**config.mk**
```make
export PLATFORM = sky130hd
export DESIGN_NAME = rsi_isqrt
export DESIGN_NICKNAME = d
export VERILOG_FILES = /design/src/rtl/rsi_pkg.sv /design/src/rtl/rsi_isqrt.sv
export SDC_FILE = /design/constraint.sdc
export NUM_CORES = 2
export LEC_CHECK = 0
export BUFFER_PORTS_ARGS = -buffer_cell sky130_fd_sc_hd__buf_2
export CORE_UTILIZATION = 60
export CTS_BUF_LIST = sky130_fd_sc_hd__clkbuf_4 sky130_fd_sc_hd__clkbuf_8 sky130_fd_sc_hd__clkbuf_16
export DETAILED_ROUTE_END_ITERATION = 8
export HOLD_SLACK_MARGIN = 0.15
export PLACE_DENSITY = 0.75
export SLEW_MARGIN = 15
export SYNTH_ARGS = -nofsm -noshare
export SYNTH_HDL_FRONTEND = slang
export SYNTH_MEMORY_MAX_BITS = 65536
export SYNTH_SLANG_ARGS = --single-unit
```
**constraint.sdc**
```tcl
create_clock -name clk -period 4.72 [get_ports clk]
set_input_delay 0.944 -clock clk [delete_from_list [all_inputs] [get_ports clk]]
set_output_delay 0.944 -clock clk [all_outputs]
set_load 0.02 [all_outputs]
```
**src/rtl/rsi_pkg.sv**
```systemverilog
package rsi_pkg;

  localparam int COORD_W   = 32;
  localparam int DIR_W     = 16;
  localparam int RAD_W     = 31;
  localparam int CFG_IDX_W = 3;
  localparam int FRAC_DIR  = 14;
  localparam int SQRT_W    = 64;
  localparam int LEN_W     = SQRT_W / 2;
  localparam int QUO_W     = FRAC_DIR + 1;
  localparam int NUM_W     = LEN_W + FRAC_DIR + 1;
  localparam int LANES     = 3;

  localparam logic [RAD_W-1:0] RAD_RESET = 31'd65536;

  typedef enum logic [CFG_IDX_W-1:0] {
    CFG_CENTER_X = 3'd0,
    CFG_CENTER_Y = 3'd1,
    CFG_CENTER_Z = 3'd2,
    CFG_RADIUS   = 3'd3
  } cfg_idx_t;

endpackage

```
**src/rtl/rsi_isqrt.sv**
```systemverilog
module rsi_isqrt #(
  parameter int W  = rsi_pkg::SQRT_W,
  parameter int SW = 1
) (
  input  logic           clk,
  input  logic           rst_n,
  input  logic           en,
  input  logic           in_valid,
  input  logic [W-1:0]   in_rad,
  input  logic [SW-1:0]  in_side,
  output logic           out_valid,
  output logic [W/2-1:0] out_root,
  output logic [SW-1:0]  out_side
);

  localparam int N  = W / 2;
  localparam int RW = N + 3;

  logic          v_r    [N];
  logic [RW-1:0] rem_r  [N];
  logic [N-1:0]  root_r [N];
  logic [W-1:0]  x_r    [N];
  logic [SW-1:0] side_r [N];

  for (genvar g = 0; g < N; g++) begin : g_stage
    logic          v_p;
    logic [RW-1:0] rem_p;
    logic [N-1:0]  root_p;
    logic [W-1:0]  x_p;
    logic [SW-1:0] side_p;
    logic [RW-1:0] cur;
    logic [RW-1:0] trial;
    logic [RW-1:0] rem_nxt;
    logic [N-1:0]  root_nxt;

    if (g == 0) begin : g_first
      assign v_p    = in_valid;
      assign rem_p  = '0;
      assign root_p = '0;
      assign x_p    = in_rad;
      assign side_p = in_side;
    end else begin : g_rest
      assign v_p    = v_r[g-1];
      assign rem_p  = rem_r[g-1];
      assign root_p = root_r[g-1];
      assign x_p    = x_r[g-1];
      assign side_p = side_r[g-1];
    end

    // one root bit per stage
    always_comb begin
      cur   = {rem_p[RW-3:0], x_p[W-1 -: 2]};
      trial = RW'({root_p, 2'b01});
      if (cur >= trial) begin
        rem_nxt  = cur - trial;
        root_nxt = {root_p[N-2:0], 1'b1};
      end else begin
        rem_nxt  = cur;
        root_nxt = {root_p[N-2:0], 1'b0};
      end
    end

    always_ff @(posedge clk) begin
      if (!rst_n) begin
        v_r[g] <= 1'b0;
      end else if (en) begin
        v_r[g] <= v_p;
      end
    end

    always_ff @(posedge clk) begin
      if (en) begin
        rem_r[g]  <= rem_nxt;
        root_r[g] <= root_nxt;
        x_r[g]    <= {x_p[W-3:0], 2'b00};
        side_r[g] <= side_p;
      end
    end
  end

  assign out_valid = v_r[N-1];
  assign out_root  = root_r[N-1];
  assign out_side  = side_r[N-1];

endmodule

```
==> metrics.json <==
{
  "cpLargestDelayFamily": "compound AO/OA/AOI/OAI gates",
  "mostFrequentLayoutCells": "sky130_fd_sc_hd__edfxtp_1 (2557), sky130_fd_sc_hd__inv_1 (733), sky130_fd_sc_hd__nand2_1 (646)",
  "die_height_um": 448,
  "yosysTopAreaCell": "sky130_fd_sc_hd__edfxtp_1",
  "tritoncts": "built",
  "floorplan.initialDensity_pct": 60.4,
  "postSynthRegisterBits": 2558,
  "drt-wirelength-per-cell_um": 20.2,
  "netlist_instances": 9189,
  "grt_pass1_wl_um": 390000,
  "via_count_of_the_first_global_routing_pass": 71100,
  "row_count": 163,
  "netlist_top_cells_area": "sky130_fd_sc_hd__edfxtp_1 (64%), sky130_fd_sc_hd__ha_1 (5.9%), sky130_fd_sc_hd__xor2_1 (3.0%)",
  "worst_flop_to_flop_path_startpoint": "rem_r[1][141]$_DFFE_PP_",
  "cpMostUsedCell": "sky130_fd_sc_hd__a221o_1",
  "timing.critical_path.to_type": "register",
  "max-cap-violations": 0,
  "core-area_mm2": 0.197,
  "detail_route.vias_per_cell": 5.87,
  "synth_edf_count": 2557,
  "post_cts.repair.setup_buffers": 0,
  "hold_path_startpoint": "in_rad[26]",
  "final_min_period_over_clock_period_pct": 85.0,
  "synth_area_mm2": 0.119,
  "setup_violations": 0,
  "synth_sequential_area_ratio_pct": 64.5,
  "clock-skew-final_ps": 68.7,
  "timing_worst_slew_pin_value_ps": 1130,
  "holdCritPathClass": "primary input to register",
  "final_antenna_net_count": 0,
  "slowest_delay_ps": 620,
  "fin_crit_ps": 4010,
  "stdcell_count": 12400,
  "cp_cell_sequence": "ha_1 -> o21ai_0 -> a2bb2oi_1 -> a221o_1 -> a221o_1 -> o311a_1 -> a21oi_2 -> buf_4 -> xnor2_1",
  "synth_largest_type_area_fraction_pct": 64.5,
  "dr.pass1.iters": 6,
  "finalSetupTns_ps": 0,
  "layout.area.seq_mm2": 0.0768,
  "grt_start_max_net_pins": 110,
  "post_synth_num_cell_types": 90,
  "die-width_um": 448,
  "hold_slack_ps": 213,
  "worst-endpoint-required_ps": 5390,
  "start_kind": "register",
  "result_of_the_run": "completed",
  "mean_area_per_synthesized_cell_um2": 13.0,
  "fmax_ghz": 0.249,
  "post_layout_net_count": 10200,
  "fillerInstances": 14100,
  "final_max_slew_viol_count": 0,
  "power.leakage_uw": 0.0508,
  "drt_iter0_drc": 6047,
  "async_flop_share_pct": 0,
  "groute.usage.overall_pct": 24.9,
  "dp_hpwl_um": 179000,
  "yosysWarningCount": 0,
  "multiInputGateArea_mm2": 0.0389,
  "clock_tree.root_cell": "sky130_fd_sc_hd__clkbuf_16",
  "primary_ff_master_synth": "sky130_fd_sc_hd__edfxtp_1",
  "drcViolationCount": 0,
  "grt_overflow": 0,
  "routed-via-count": 72600,
  "totalWireLength_um": 250000,
  "design_power_total_uw": 65200,
  "worstSetupPathType": "register to register",
  "postLayoutCoreUtil_pct": 67.3,
  "antennaDiodeCount": 0,
  "layout-drive-gt1-share_pct": 8.62,
  "timing.critical_path.arrival_ps": 4680,
  "post-place-cells": 11900,
  "report.final.hold_viol_count": 0,
  "flow.area_growth_from_synthesis_pct": 11.4,
  "die-area_mm2": 0.200,
  "htree_levels": 5,
  "cts-root-to-sink-buffers": 4,
  "worst_ir_drop_vdd_v": 0.000427,
  "final_weighted_congestion_of_routability_driven_global_placement": 0.932,
  "worst_setup_path_startpoint": "rem_r[1][141]$_DFFE_PP_",
  "cp_max_stage_cell": "sky130_fd_sc_hd__a21oi_2",
  "grt_antenna_before_repair": 3,
  "final_common_cell": "sky130_fd_sc_hd__edfxtp_1",
  "critPathMaxFanout": 28,
  "timing.max_slew.rel_slack_pct": 23.9,
  "cts-buffers-inserted": 284,
  "port_buffers": 102,
  "clkLatencyLatePin_ps": 940,
  "pwr_density_cell_mw_per_mm2": 491,
  "num_io_pins": 103,
  "grt_setup_unrepaired": "false",
  "synthesis.nets": 9819,
  "clk_pin_slew_ps": 60,
  "clock_sinks": 2558,
  "critPathBufInv": 1
}
## path summary, 6_finish.rpt
check | end | slack, ps | cells past startpoint
worst max register to register | rem_r[1][175]$_DFFE_PP_ | 710 | 9
worst max-delay path | rem_r[1][175]$_DFFE_PP_ | 710 | 9
worst min-delay path | x_r[0][26]$_DFFE_PP_ | 210 | 1
worst min register to register | x_r[0][65]$_DFFE_PP_ | 410 | 0
## power by group
group	total, uW	internal (uW)	switching [uW]	leakage, uW
Clock	21000	12500	8500	0.00437
Sequential	30800	28700	2090	0.0247
Combinational	13400	5630	7790	0.0218
Total	65200	46800	18400	0.0508
## through the flow
step           cell area, um2  worst slack, ps
2_1_floorplan          119000             1260
3_3_place_gp           124000              778
3_5_place_dp           124000              754
4_1_cts                133000              738
5_1_grt                133000              436
6_report               133000              708
## layout make-up
| type | count | area share, % |
|---|---|---|
| Timing Repair Buffer | 253 | 1.60 |
| Inverter | 737 | 2.08 |
| Multi-Input combinational cell | 5700 | 29.3 |
| Tap cell | 2640 | 2.49 |
| Clock buffer | 334 | 5.74 |
| Sequential cell | 2558 | 57.9 |
| Clock inverter | 143 | 0.912 |
## synthesized netlist by cell type (all sizes together) (71+ instances only)
library cell,instances
o31ai,71
ha,561
nor3,233
inv,735
xor2,408
mux2,123
and3,83
or3,113
clkbuf,168
nand3,159
o21a,116
nor2,473
o21ai,554
nor4,143
edfxtp,2557
xnor2,370
a21oi,473
nand2b,105
nand4,102
nor2b,78
a21o,225
nand2,646
## metal layers
| metal | wire (um) | part of all wire, % | global-route usage [%] |
|---|---|---|---|
| met1 | 106000 | 43 | 32.9 |
| met2 | 123000 | 49 | 42.1 |
| met3 | 12000 | 4.8 | 3.25 |
| met4 | 8700 | 3.5 | 9.21 |
| met5 | 0 | 0 | 0 |
## kinds of logic after synthesis
| kind of cell | after synthesis | share of synthesized area [%] |
|---|---|---|
| mux | 138 | 1.29 |
| fa+ha+maj | 561 | 5.89 |
| other cells | 1 | 0.00315 |
| compound gates | 1840 | 9.64 |
| flops | 2558 | 64.5 |
| xor+xnor | 778 | 5.72 |
| simple gates | 2382 | 10.0 |
| buf+inv | 931 | 2.96 |
## state kept, by name, indices dropped and copies added, names as in the netlist
name / cells
x_r: 992
rem_r: 974
root_r: 528
side_r: 32
v_r: 32
## what timing repair did
item / CTS / global route
endpoints found under the setup margin: 0 / 0
hold endpoints to repair: 34 / 0
resized for setup: 0 / 0
hold buffers: 34 / 0
Note: power is estimated with default switching activity, not from simulation.
